==> config.mk <==
export PLATFORM = sky130hd
export DESIGN_NAME = bresenham_line_rasterizer
export DESIGN_NICKNAME = d
export VERILOG_FILES = /design/src/rtl/brz_pkg.sv /design/src/rtl/bresenham_line_rasterizer.sv
export SDC_FILE = /design/constraint.sdc
export NUM_CORES = 1
export LEC_CHECK = 0
export BUFFER_PORTS_ARGS = -buffer_cell sky130_fd_sc_hd__buf_2
export CAP_MARGIN = 10
export CORE_ASPECT_RATIO = 1.5
export CORE_MARGIN = 8
export CORE_UTILIZATION = 45
export CTS_BUF_LIST = sky130_fd_sc_hd__clkbuf_4
export CTS_CLUSTER_DIAMETER = 120
export DETAILED_ROUTE_END_ITERATION = 12
export PLACE_DENSITY_LB_ADDON = 0.1
export SYNTH_ARGS = -nofsm -noshare
export SYNTH_HDL_FRONTEND = slang
export SYNTH_SLANG_ARGS = --single-unit
==> constraint.sdc <==
create_clock -name aclk -period 35.4 [get_ports aclk]
set_input_delay 8.85 -clock aclk [delete_from_list [all_inputs] [get_ports aclk]]
set_output_delay 8.85 -clock aclk [all_outputs]
set_load 0.02 [all_outputs]
==> src/rtl/brz_pkg.sv <==
// Package for the line rasterizer: coordinate and register widths, reset values,
// the function and register index codes. No dependencies.
package brz_pkg;

    localparam int COORD_BITS_DEF = 12;
    localparam int CFG_W          = 13;
    localparam int COLOR_W        = 32;

    localparam logic [CFG_W-1:0] FRAME_WIDTH_RST  = 13'd640;
    localparam logic [CFG_W-1:0] FRAME_HEIGHT_RST = 13'd480;

    // Function code carried in the input tuser.
    localparam logic FUNC_START   = 1'b0;
    localparam logic FUNC_ADVANCE = 1'b1;

    // Configuration register indexes.
    localparam logic REG_FRAME_WIDTH  = 1'b0;
    localparam logic REG_FRAME_HEIGHT = 1'b1;

endpackage

==> src/rtl/bresenham_line_rasterizer.sv <==
// Bresenham line stepper with frame clipping flag, one pixel per beat.
// Depends on brz_pkg for widths, reset values and codes.
//
// Usage:
//   A slave beat with tuser = start latches two endpoints and a color, sets up
//   the line along its major axis and returns the first pixel. Each slave beat
//   with tuser = advance returns the next pixel; after the pixel marked with
//   tlast the line is done, and a further advance returns a beat with the
//   valid flag in m_tuser low and all other fields zero. A start during a line
//   drops the old line. Every slave beat gives exactly one master beat.
//   The result of a beat accepted at a clock edge is shown on the master side
//   right after that edge. Throughput is one beat per cycle; the stepper state
//   and the output register are updated in the same cycle. A stall on the
//   master side holds the output register, and the slave side takes one new
//   beat only when that register is empty or being drained. The user must
//   write frame width and height through the plain write port only while the
//   block is idle; the block does not enforce it. Reset clears the line state,
//   empties the output register and sets the frame to 640 by 480.
module bresenham_line_rasterizer #(
    parameter int COORD_BITS = brz_pkg::COORD_BITS_DEF,
    localparam int IN_W  = 4 * COORD_BITS + brz_pkg::COLOR_W,
    localparam int IN_TW = ((IN_W + 7) / 8) * 8,
    localparam int OUT_W = 2 * COORD_BITS + brz_pkg::COLOR_W,
    localparam int OUT_TW = ((OUT_W + 7) / 8) * 8
) (
    input  logic                      aclk,
    input  logic                      aresetn,
    // Configuration write port.
    input  logic                      cfg_wr_en,
    input  logic                      cfg_addr,
    input  logic [brz_pkg::CFG_W-1:0] cfg_wr_data,
    // Slave side.
    input  logic                      s_tvalid,
    output logic                      s_tready,
    input  logic [IN_TW-1:0]          s_tdata,   // start_x, start_y, end_x, end_y, line_color
    input  logic [0:0]                s_tuser,   // func
    // Master side.
    output logic                      m_tvalid,
    input  logic                      m_tready,
    output logic [OUT_TW-1:0]         m_tdata,   // pixel_x, pixel_y, pixel_color
    output logic [1:0]                m_tuser,   // pixel_valid, inside_res
    output logic                      m_tlast
);

    localparam int CB   = COORD_BITS;
    localparam int EW   = CB + 3;
    localparam int CMPW = (CB > brz_pkg::CFG_W) ? CB : brz_pkg::CFG_W;
    localparam int CLW  = brz_pkg::COLOR_W;

    // Configuration registers.
    logic [brz_pkg::CFG_W-1:0] frame_width_reg, frame_height_reg;

    always_ff @(posedge aclk) begin
        if (!aresetn) begin
            frame_width_reg  <= brz_pkg::FRAME_WIDTH_RST;
            frame_height_reg <= brz_pkg::FRAME_HEIGHT_RST;
        end else if (cfg_wr_en) begin
            unique case (cfg_addr)
                brz_pkg::REG_FRAME_WIDTH:  frame_width_reg  <= cfg_wr_data;
                brz_pkg::REG_FRAME_HEIGHT: frame_height_reg <= cfg_wr_data;
                default: ;
            endcase
        end
    end

    // Line state.
    logic                 active_reg, active_next;
    logic                 steep_reg, steep_next;
    logic signed [CB-1:0] major_pos_reg, major_pos_next;
    logic signed [CB-1:0] major_end_reg, major_end_next;
    logic signed [CB-1:0] minor_pos_reg, minor_pos_next;
    logic                 minor_neg_reg, minor_neg_next;
    logic [CB:0]          major_delta_reg, major_delta_next;
    logic [CB+1:0]        error_step_reg, error_step_next;
    logic signed [EW-1:0] error_acc_reg, error_acc_next;
    logic [CLW-1:0]       held_color_reg, held_color_next;

    // Output register.
    logic              m_tvalid_reg, m_tvalid_next;
    logic [OUT_TW-1:0] m_tdata_reg, m_tdata_next;
    logic [1:0]        m_tuser_reg, m_tuser_next;
    logic              m_tlast_reg, m_tlast_next;

    logic in_beat;
    assign s_tready = !m_tvalid_reg || m_tready;
    assign in_beat  = s_tvalid && s_tready;

    // Slave payload fields.
    logic signed [CB-1:0] in_x0, in_y0, in_x1, in_y1;
    logic [CLW-1:0]       in_color;
    logic                 is_start;

    assign in_x0    = s_tdata[CB-1:0];
    assign in_y0    = s_tdata[2*CB-1:CB];
    assign in_x1    = s_tdata[3*CB-1:2*CB];
    assign in_y1    = s_tdata[4*CB-1:3*CB];
    assign in_color = s_tdata[4*CB+CLW-1:4*CB];
    assign is_start = (s_tuser[0] == brz_pkg::FUNC_START);

    // Line setup for a start beat.
    logic signed [CB:0]   dx, dy, dm;
    logic [CB:0]          adx, ady, adm;
    logic                 st_steep, st_swap;
    logic signed [CB-1:0] a0, a1, b0, b1;
    logic signed [CB-1:0] st_major_pos, st_major_end, st_minor_pos, st_minor_end;
    logic signed [CB:0]   st_delta_s;

    always_comb begin
        dx       = {in_x1[CB-1], in_x1} - {in_x0[CB-1], in_x0};
        dy       = {in_y1[CB-1], in_y1} - {in_y0[CB-1], in_y0};
        adx      = dx[CB] ? $unsigned(-dx) : $unsigned(dx);
        ady      = dy[CB] ? $unsigned(-dy) : $unsigned(dy);
        // Equal deltas keep x as the major axis.
        st_steep = adx < ady;
        a0 = st_steep ? in_y0 : in_x0;
        a1 = st_steep ? in_y1 : in_x1;
        b0 = st_steep ? in_x0 : in_y0;
        b1 = st_steep ? in_x1 : in_y1;
        st_swap      = a0 > a1;
        st_major_pos = st_swap ? a1 : a0;
        st_major_end = st_swap ? a0 : a1;
        st_minor_pos = st_swap ? b1 : b0;
        st_minor_end = st_swap ? b0 : b1;
        st_delta_s   = {st_major_end[CB-1], st_major_end}
                     - {st_major_pos[CB-1], st_major_pos};
        dm  = {st_minor_end[CB-1], st_minor_end} - {st_minor_pos[CB-1], st_minor_pos};
        adm = dm[CB] ? $unsigned(-dm) : $unsigned(dm);
    end

    // Current line values: freshly set up on a start, else the stored state.
    logic                 cur_steep, cur_minor_neg;
    logic signed [CB-1:0] cur_major, cur_end, cur_minor;
    logic [CB:0]          cur_delta;
    logic [CB+1:0]        cur_step;
    logic signed [EW-1:0] cur_acc;
    logic [CLW-1:0]       cur_color;

    always_comb begin
        if (is_start) begin
            cur_steep     = st_steep;
            cur_major     = st_major_pos;
            cur_end       = st_major_end;
            cur_minor     = st_minor_pos;
            cur_minor_neg = st_minor_end < st_minor_pos;
            cur_delta     = $unsigned(st_delta_s);
            cur_step      = {adm, 1'b0};
            cur_acc       = '0;
            cur_color     = in_color;
        end else begin
            cur_steep     = steep_reg;
            cur_major     = major_pos_reg;
            cur_end       = major_end_reg;
            cur_minor     = minor_pos_reg;
            cur_minor_neg = minor_neg_reg;
            cur_delta     = major_delta_reg;
            cur_step      = error_step_reg;
            cur_acc       = error_acc_reg;
            cur_color     = held_color_reg;
        end
    end

    // Pixel emission and one Bresenham step.
    logic signed [CB-1:0] px, py;
    logic                 is_last, in_x, in_y, minor_move;
    logic signed [EW-1:0] acc_sum, delta_s;

    always_comb begin
        px      = cur_steep ? cur_minor : cur_major;
        py      = cur_steep ? cur_major : cur_minor;
        is_last = (cur_major == cur_end);
        in_x    = !px[CB-1] && (CMPW'($unsigned(px)) < CMPW'(frame_width_reg));
        in_y    = !py[CB-1] && (CMPW'($unsigned(py)) < CMPW'(frame_height_reg));
        delta_s    = $signed({2'b00, cur_delta});
        acc_sum    = cur_acc + $signed({1'b0, cur_step});
        minor_move = acc_sum > delta_s;
    end

    // Next state.
    always_comb begin
        active_next      = active_reg;
        steep_next       = steep_reg;
        major_pos_next   = major_pos_reg;
        major_end_next   = major_end_reg;
        minor_pos_next   = minor_pos_reg;
        minor_neg_next   = minor_neg_reg;
        major_delta_next = major_delta_reg;
        error_step_next  = error_step_reg;
        error_acc_next   = error_acc_reg;
        held_color_next  = held_color_reg;

        m_tvalid_next = m_tvalid_reg && !m_tready;
        m_tdata_next  = m_tdata_reg;
        m_tuser_next  = m_tuser_reg;
        m_tlast_next  = m_tlast_reg;

        if (in_beat) begin
            m_tvalid_next = 1'b1;
            if (is_start || active_reg) begin
                m_tdata_next = OUT_TW'({cur_color, py, px});
                m_tuser_next = {in_x && in_y, 1'b1};
                m_tlast_next = is_last;

                active_next      = !is_last;
                steep_next       = cur_steep;
                major_end_next   = cur_end;
                minor_neg_next   = cur_minor_neg;
                major_delta_next = cur_delta;
                error_step_next  = cur_step;
                held_color_next  = cur_color;
                if (is_last) begin
                    major_pos_next = cur_major;
                    minor_pos_next = cur_minor;
                    error_acc_next = cur_acc;
                end else begin
                    major_pos_next = cur_major + CB'(1);
                    if (minor_move) begin
                        minor_pos_next = cur_minor_neg ? cur_minor - CB'(1)
                                                       : cur_minor + CB'(1);
                        error_acc_next = acc_sum - (delta_s <<< 1);
                    end else begin
                        minor_pos_next = cur_minor;
                        error_acc_next = acc_sum;
                    end
                end
            end else begin
                // Advance with no line: an empty pixel beat.
                m_tdata_next = '0;
                m_tuser_next = '0;
                m_tlast_next = 1'b0;
            end
        end
    end

    always_ff @(posedge aclk) begin
        if (!aresetn) begin
            active_reg      <= 1'b0;
            steep_reg       <= 1'b0;
            major_pos_reg   <= '0;
            major_end_reg   <= '0;
            minor_pos_reg   <= '0;
            minor_neg_reg   <= 1'b0;
            major_delta_reg <= '0;
            error_step_reg  <= '0;
            error_acc_reg   <= '0;
            held_color_reg  <= '0;
            m_tvalid_reg    <= 1'b0;
        end else begin
            active_reg      <= active_next;
            steep_reg       <= steep_next;
            major_pos_reg   <= major_pos_next;
            major_end_reg   <= major_end_next;
            minor_pos_reg   <= minor_pos_next;
            minor_neg_reg   <= minor_neg_next;
            major_delta_reg <= major_delta_next;
            error_step_reg  <= error_step_next;
            error_acc_reg   <= error_acc_next;
            held_color_reg  <= held_color_next;
            m_tvalid_reg    <= m_tvalid_next;
        end
    end

    always_ff @(posedge aclk) begin
        m_tdata_reg <= m_tdata_next;
        m_tuser_reg <= m_tuser_next;
        m_tlast_reg <= m_tlast_next;
    end

    assign m_tvalid = m_tvalid_reg;
    assign m_tdata  = m_tdata_reg;
    assign m_tuser  = m_tuser_reg;
    assign m_tlast  = m_tlast_reg;

endmodule
Word-level counts from Yosys, hierarchy flattened
Cells that the tools add are included.

Register bits after elaboration: 199. Output and inout port bits: 61.

Add/sub/neg operators: 12. $lt $le $gt $ge: 6. Equal/unequal tests: 1. Mux-type cells: 30. Bitwise operators: 2. Reductions and logical operators: 15.

Operator list (count): $mux 12 (17); $mux 13 (4); $sub 12x12->13 (4); $mux 15 (3); $neg 13->13 (3); $mux 32 (1); $lt 12x13->1 (2); $add 12x2->12 const B (2); $add 15x15->15 (1); $gt 15x14->1 (1); $sub 15x15->15 (1); $mux 14 (1); $lt 13x13->1 (1); $eq 12x12->1 (1); $gt 12x12->1 (1); $lt 12x12->1 (1); $sub 12x2->12 const B (1); $reduce_and 2->1 (3); $logic_and 1x1->1 (5); $logic_not 1->1 (5); $mux 1 (4); $logic_or 1x1->1 (2); $not 1->1 (2).

Depth between registers and ports, before layout
Gate-level depths: netlist (run 1).

Depth in word-level cells: 15. Depth in mapped cells: 69.

Worst setup path before layout (run 1)
OpenSTA, ideal clock, no wires.

Kind: input port to flip-flop. Start: in s_tdata[36]. End: reg minor_pos_reg[9]. Data arrival time: 21827 ps. Required time: 35326 ps. Slack: 13499 ps. Stages: 62. Buffers on the path: 10. Cell sequence: inv_1 ha_1 fa_1 nor2b_1 o21ai_0 a21boi_0 o21ai_0 a21boi_0 o21a_1 o21a_1 nor2_1 or4_1 or4_1 ha_1 nand4_2 nor3_4 a21o_1 buf_4 [26 not listed] a21o_1 a21oi_1 o21ai_0 a31oi_1 xnor2_1 ha_1 a21o_1 a211oi_1 nor2_1 or3b_2 a2111oi_0 nor2_1 o31ai_1 nor2_1 buf_2 o211ai_1 o21ai_0 a31oi_1.

Longest elaborated chain between the ends: 15. Elaborated cells between the ends (all ways): 32. Those cells by class: add/sub (8); order compare (4); eq/ne (1); mux (19).

RTL lines: start, declared (RTL line bresenham_line_rasterizer.sv:35) `input logic [IN_TW-1:0] s_tdata,`; $sub 12x12->13 (RTL line bresenham_line_rasterizer.sv:110) `dy = {in_y1[CB-1], in_y1} - {in_y0[CB-1], in_y0};`; $neg 13->13 (RTL line bresenham_line_rasterizer.sv:112) `ady = dy[CB] ? $unsigned(-dy) : $unsigned(dy);`; $mux 13 (RTL line bresenham_line_rasterizer.sv:112); $lt 13x13->1 (RTL line bresenham_line_rasterizer.sv:114) `st_steep = adx < ady;`; $mux 12, on equally long branches (RTL line bresenham_line_rasterizer.sv:115, bresenham_line_rasterizer.sv:116); $gt 12x12->1 (RTL line bresenham_line_rasterizer.sv:119) `st_swap = a0 > a1;`; $mux 12, on equally long branches (RTL line bresenham_line_rasterizer.sv:123, bresenham_line_rasterizer.sv:122); $sub 12x12->13 (*) (RTL line bresenham_line_rasterizer.sv:126) `dm = {st_minor_end[CB-1], st_minor_end} - {st_minor_pos[CB-1], st_minor_pos};`; $neg 13->13 (RTL line bresenham_line_rasterizer.sv:127) `adm = dm[CB] ? $unsigned(-dm) : $unsigned(dm);`; $mux 13 (*) (RTL line bresenham_line_rasterizer.sv:127); $mux 14 (*) (RTL line bresenham_line_rasterizer.sv:139) `if (is_start) begin`; named net cur_step[2] (RTL line bresenham_line_rasterizer.sv:134) `logic [CB+1:0] cur_step;`; $add 15x15->15 (*) (RTL line bresenham_line_rasterizer.sv:174) `acc_sum = cur_acc + $signed({1'b0, cur_step});`; $gt 15x14->1 (*) (RTL line bresenham_line_rasterizer.sv:175) `minor_move = acc_sum > delta_s;`; $mux 12 (*) (RTL line bresenham_line_rasterizer.sv:216) `if (minor_move) begin`; $mux 12 (*) (RTL line bresenham_line_rasterizer.sv:210) `if (is_last) begin`; end signal, assigned (RTL line bresenham_line_rasterizer.sv:252) `minor_pos_reg <= minor_pos_next;`; end, declared (RTL line bresenham_line_rasterizer.sv:71) `logic signed [CB-1:0] minor_pos_reg, minor_pos_next;`.

Mark *: on every way through the listed nets, which the timed path passes. The rest lies on a longest branch. A chain may end at the register's enable or synchronous reset.

Worst setup path after layout (run 1)
Start: in s_tdata[36]. End: reg error_acc_reg[13].

Longest elaborated chain between the ends: 15. Elaborated cells between the ends (all ways): 27. Those cells by class: add/sub (7); order compare (3); eq/ne (1); mux (16).

RTL lines: $sub 12x12->13 (RTL line bresenham_line_rasterizer.sv:110); $neg 13->13 (RTL line bresenham_line_rasterizer.sv:112); $mux 13 (RTL line bresenham_line_rasterizer.sv:112); $lt 13x13->1 (RTL line bresenham_line_rasterizer.sv:114); $mux 12, on equally long branches (RTL line bresenham_line_rasterizer.sv:115, bresenham_line_rasterizer.sv:116); $gt 12x12->1 (RTL line bresenham_line_rasterizer.sv:119); $mux 12, on equally long branches (RTL line bresenham_line_rasterizer.sv:123, bresenham_line_rasterizer.sv:122); $sub 12x12->13 (*) (RTL line bresenham_line_rasterizer.sv:126); $neg 13->13 (RTL line bresenham_line_rasterizer.sv:127); $mux 13 (*) (RTL line bresenham_line_rasterizer.sv:127); $mux 14 (*) (RTL line bresenham_line_rasterizer.sv:139); named net cur_step[2] (RTL line bresenham_line_rasterizer.sv:134); $add 15x15->15 (*) (RTL line bresenham_line_rasterizer.sv:174); $sub 15x15->15 or $gt 15x14->1 (tied branches) (RTL line bresenham_line_rasterizer.sv:219, bresenham_line_rasterizer.sv:175); $mux 15 (*) (RTL line bresenham_line_rasterizer.sv:216); $mux 15 (*) (RTL line bresenham_line_rasterizer.sv:210); end signal, assigned (RTL line bresenham_line_rasterizer.sv:256) `error_acc_reg <= error_acc_next;`; end, declared (RTL line bresenham_line_rasterizer.sv:75) `logic signed [EW-1:0] error_acc_reg, error_acc_next;`.

Marks and branches as above.

==> results.sh, run 1 <==
export IMPL_clk_pin_slew_worst_paths_ps=180
export IMPL_required_ps=35980
export IMPL_grt_pass1_wl_um=89000
export IMPL_cts_sinks=199
export IMPL_dr_pass1_iters=5
export IMPL_cp_slowest_cell="buf_4"
export IMPL_synth_yosys_seq_area_share_pct=27.3
export IMPL_groute_usage_overall_pct=25.9
export IMPL_hold_viol_final=0
export IMPL_antenna_found_initial=1
export IMPL_die_h_um=253
export IMPL_slew_violations=0
export IMPL_avgSynthCellArea_um2=7.78
export IMPL_synth_seq_cells=199
export IMPL_largest_reg_flops=56
export IMPL_status="complete, no violations"
export IMPL_crit_family="compound AO/OA/AOI/OAI gates"
export IMPL_synthCells=2156
export IMPL_cts_hold_buf=0
export IMPL_area_delta_synth_final_pct=8.78
export IMPL_synth_nets=2400
export IMPL_worst_setup_path_start_kind="input port"
export IMPL_setup_tns_ps=0
export IMPL_core_area_mm2=0.0368
export IMPL_yosysWarnings=0
export IMPL_tightest_slew_ps=1100
export IMPL_grt_max_degree=70
export IMPL_critPathArrivalTime_ps=23900
export IMPL_cts_tree="built"
export IMPL_crit_path_end_kind="flip-flop"
export IMPL_rsz0062_at_grt="no"
export IMPL_crit_buf_inv=7
export IMPL_clock_latency_ps=680
export IMPL_portBuffers=160
export IMPL_cts_root_buf="clkbuf_4"
export IMPL_max_slew_margin_rel_pct=25.7
export IMPL_n_fill_cell=3701
export IMPL_multi_input_area_mm2=0.0112
export IMPL_first_iter_violations=1031
export IMPL_register_area_mm2=0.00457
export IMPL_finalSetupViolCount=0
export IMPL_critPathKind="in -> reg"
export IMPL_cts_setup_buffers=0
export IMPL_fin_nets=2496
export IMPL_vias_per_cell=5.87
export IMPL_die_w_um=174
export IMPL_syn_area_mm2=0.0168
export IMPL_rows=86
export IMPL_gp_congestion=0.983
export IMPL_crit_fanout=63
export IMPL_io_pins=161
export IMPL_async_flop_share_pct=0
export IMPL_synth_edf_count=59
export IMPL_ant_nets=0
export IMPL_hold_path_class="reg -> reg"
export IMPL_synth_main_ff_cell="dfxtp_1"
export IMPL_drcViolationCount=0
export IMPL_min_period_ps=23330
export IMPL_drive_gt1_share_pct=12.8
export IMPL_wire_per_inst_um=21.1
export IMPL_clock_skew_ps=41.5
export IMPL_grt_overflow=0
export IMPL_ys_types=92
export IMPL_drv_cap=0
export IMPL_cp_common_cell="o21ai_0"
export IMPL_vias=16100
export IMPL_fmax_mhz=42.9
export IMPL_dp_hpwl_um=45900
export IMPL_wl_um=57900
export IMPL_start_util_pct=45.6
export IMPL_cts_path_max_buffers=2
export IMPL_design_die_area_mm2=0.0439
export IMPL_cts_buffers=17
export IMPL_grt_pass1_vias=16000
export IMPL_finalCritPeriodShare_pct=65.9
export IMPL_ctsResizeCount=0
export IMPL_htree_levels=4
export IMPL_slowest_delay_ps=540
## worst min-delay path: cells and delay by family (launching register included)
family / cells / cell delay (ps)
simple gates: 1 / 50
compound gates: 1 / 50
flops: 1 / 340
## metrics by stage
stage               worst slack (ps)  utilization [%]  cells  instance area [µm²]  hold WS (ps)
global route                   10870             49.6   2750                18300           485
detailed placement             11550             48.7   2717                17900           444
finish                         12080             49.6   2750                18300           464
global placement               11940             48.7   2717                17900           438
floorplan                      13500                -   2156                16800           427
CTS                            12270             49.6   2749                18300           464
## routing by layer
metal	part of all wire, %	vias up	GRT usage, %
li1	-	7899	-
met1	37	7604	26.2
met2	51	477	48.0
met3	4.3	156	3.63
met4	7.3	0	18.6
met5	0	-	0
## kinds of logic (layout without fill, tap and decap cells)
family | Yosys count | in the layout | share of synthesized area, %
adders and majority gates | 144 | 144 | 11.0
muxes | 74 | 74 | 4.56
AOI/OAI and AO/OA | 612 | 612 | 24.1
and+or+nand+nor | 763 | 763 | 21.3
xor gates and xnor gates | 100 | 100 | 5.22
other | 0 | 1 | 0
DFF | 199 | 199 | 27.3
buffers and inverters | 264 | 373 | 6.55
## worst paths after layout
path                            slack, ps          startpoint            endpoint  cells past startpoint
worst max-delay path                12080         s_tdata[36]   error_acc_reg[13]                     61
worst min-delay path                  460  major_delta_reg[5]  major_delta_reg[5]                      2
worst max register to register      29890   error_step_reg[0]   error_acc_reg[13]                     20
worst min register to register        460  major_delta_reg[5]  major_delta_reg[5]                      2
## layout by cell type, fill, tap and decap left out, types with 24 or more instances in the layout
master / count
xor2_1: 42
mux2i_1: 54
nor3_1: 48
o21ai_0: 122
inv_1: 151
nand3_1: 81
a21oi_1: 200
nand2_1: 284
ha_1: 138
a21o_1: 27
dfxtp_1: 140
edfxtp_1: 59
buf_4: 29
and2_1: 52
a211oi_1: 44
buf_2: 159
o21a_1: 24
nor2_1: 159
xnor2_1: 58
o211ai_1: 35
## synth_stat cells, drive strengths merged (6+ instances only)
cell type,n,area [µm²]
a2111oi,15,175
a211oi,44,330
a21boi,19,146
a21o,29,219
a21oi,201,1010
a221oi,7,85.1
a22oi,7,52.6
a311oi,14,123
a31oi,18,113
and2,52,325
and3,14,90.1
buf,36,244
clkbuf,75,282
dfxtp,140,2800
edfxtp,59,1770
fa,6,120
ha,138,1730
inv,153,574
mux2,20,225
mux2i,54,541
nand2,285,1070
nand2b,10,62.6
nand3,81,405
nand4,16,106
nor2,162,611
nor2b,20,125
nor3,49,257
nor3b,14,105
nor4,15,100
o2111ai,6,52.6
o211ai,35,263
o21a,24,180
o21ai,130,662
o21bai,7,56.3
o221ai,6,52.6
o31ai,12,151
or2,6,37.5
or3,18,113
xnor2,58,508
xor2,42,368
## layout make-up
class | count | area share, %
clock inverters | 13 | 1.03
inverters | 153 | 3.15
clock buffers | 19 | 0.781
flip-flops and latches | 199 | 25.1
well taps | 484 | 3.32
repair buffers | 188 | 5.55
diodes | 1 | 0.0137
multi-input cells | 1693 | 61.1
Power of run 1 is not shown: default switching activity piles up to over one toggle a cycle in this logic, so the estimate is an artifact.
==> inputs of run 2 (changes only) <==
==> constraint.sdc (replaced) <==
create_clock -name aclk -period 20.9 [get_ports aclk]
set_input_delay 5.225 -clock aclk [delete_from_list [all_inputs] [get_ports aclk]]
set_output_delay 5.225 -clock aclk [all_outputs]
set_load 0.02 [all_outputs]
==> run 2 against run 1 <==
  * Sequential cell count is the same
  * Critical endpoint is now minor_pos_reg[10]
  * Hold slack worse by 2.5 ps
  * Non-clock buffer count is 7 higher
  * Largest cell class unchanged
  * Count of clock-buffer cells in the layout did not move
==> results.sh, run 2 (synthesis results as in run 1) <==
export IMPL_die_h_um=253
export IMPL_dp_hpwl_um=46600
export IMPL_vias_per_cell=5.88
export IMPL_crit_fanout=20
export IMPL_grt_pass1_vias=15800
export IMPL_ant_nets=0
export IMPL_drcViolationCount=0
export IMPL_antenna_found_initial=1
export IMPL_n_fill_cell=3750
export IMPL_clock_skew_ps=17.4
export IMPL_layout_commonest_cell="nand2_1"
export IMPL_rows=86
export IMPL_htree_levels=4
export IMPL_wire_per_inst_um=21.6
export IMPL_slew_violations=0
export IMPL_rsz0062_at_grt="no"
export IMPL_grt_pass1_wl_um=91000
export IMPL_design_die_area_mm2=0.0439
export IMPL_start_util_pct=45.6
export IMPL_fin_nets=2503
export IMPL_finalCritPeriodShare_pct=90.1
export IMPL_crit_buf_inv=6
export IMPL_cts_buffers=17
export IMPL_max_slew_margin_rel_pct=13.3
export IMPL_die_w_um=174
export IMPL_grt_overflow=0
export IMPL_area_delta_synth_final_pct=9.04
export IMPL_critPathKind="in -> reg"
export IMPL_cts_path_max_buffers=2
export IMPL_hold_viol_final=0
export IMPL_slowest_delay_ps=1100
export IMPL_min_period_ps=18830
export IMPL_drive_gt1_share_pct=13.0
export IMPL_first_iter_violations=1027
export IMPL_tightest_slew_ps=1280
export IMPL_cp_slowest_cell="o311ai_0"
export IMPL_crit_path_end_kind="flip-flop"
export IMPL_fmax_mhz=53.1
export IMPL_finalSetupViolCount=0
export IMPL_cp_common_cell="o21ai_0"
export IMPL_largest_reg_flops=56
export IMPL_cts_sinks=199
export IMPL_ctsResizeCount=0
export IMPL_drv_cap=0
export IMPL_cts_hold_buf=0
export IMPL_cts_root_buf="clkbuf_4"
export IMPL_crit_family="compound AO/OA/AOI/OAI gates"
export IMPL_clk_pin_slew_worst_paths_ps=170
export IMPL_dpl_cell_count=2724
export IMPL_portBuffers=160
export IMPL_groute_usage_overall_pct=26.5
export IMPL_status="complete, no violations"
export IMPL_wl_um=59500
export IMPL_gp_congestion=0.977
export IMPL_clock_latency_ps=640
export IMPL_layout_common_cells="nand2_1, a21oi_1, nor2_1, buf_2, inv_1"
export IMPL_setup_tns_ps=0
export IMPL_worst_setup_path_start_kind="input port"
export IMPL_final_cells=2757
export IMPL_vias=16200
export IMPL_cts_setup_buffers=0
export IMPL_dr_pass1_iters=5
export IMPL_required_ps=21470
export IMPL_hold_path_class="reg -> reg"
export IMPL_critPathArrivalTime_ps=19410
export IMPL_core_area_mm2=0.0368
export IMPL_io_pins=161
export IMPL_grt_max_degree=75
export IMPL_cts_tree="built"
==> run 2: stage by stage <==
| step | setup WS, ps | utilization, % | cell area, µm² | hold slack (ps) |
|---|---|---|---|---|
| 6_report | 2070 | 49.7 | 18300 | 462 |
| 5_1_grt | 937 | 49.7 | 18300 | 485 |
| 4_1_cts | 2280 | 49.7 | 18300 | 465 |
| 3_5_place_dp | 1590 | 48.9 | 18000 | 442 |
| 3_3_place_gp | 1900 | 48.9 | 18000 | 436 |
| 2_1_floorplan | 2620 | - | 16800 | 427 |
==> run 2: metal layers <==
metal | track usage [%] | share of wire [%]
met2 | 48.5 | 51
met1 | 27.2 | 37
met3 | 4.37 | 4.9
met5 | 0 | 0
met4 | 18.4 | 7.4
==> run 2: worst paths after layout <==
kind | startpoint | to | slack (ps) | cells past startpoint
max reg2reg | error_step_reg[1] | minor_pos_reg[10] | 15590 | 21
min | error_step_reg[8] | error_step_reg[8] | 460 | 2
max | s_tdata[24] | minor_pos_reg[10] | 2070 | 57
min reg2reg | error_step_reg[8] | error_step_reg[8] | 460 | 2
==> run 2: tightest hold or removal path, stage by stage, from the launching register on <==
cell,delay (ps)
dfxtp_1,340
nand2_1,50
a21oi_1,50
==> run 2: layout make-up <==
class / instances / area (µm²) / share of cell area, %
Clock buffer: 19 / 143 / 0.779
Multi-Input combinational cell: 1693 / 11200 / 61.0
Clock inverter: 13 / 166 / 0.909
Tap cell: 484 / 606 / 3.31
Timing Repair Buffer: 195 / 1080 / 5.89
Inverter: 153 / 576 / 3.15
Sequential cell: 199 / 4570 / 25.0
Antenna cell: 1 / 2.50 / 0.0137
Power of run 2 is left out for the same reason.
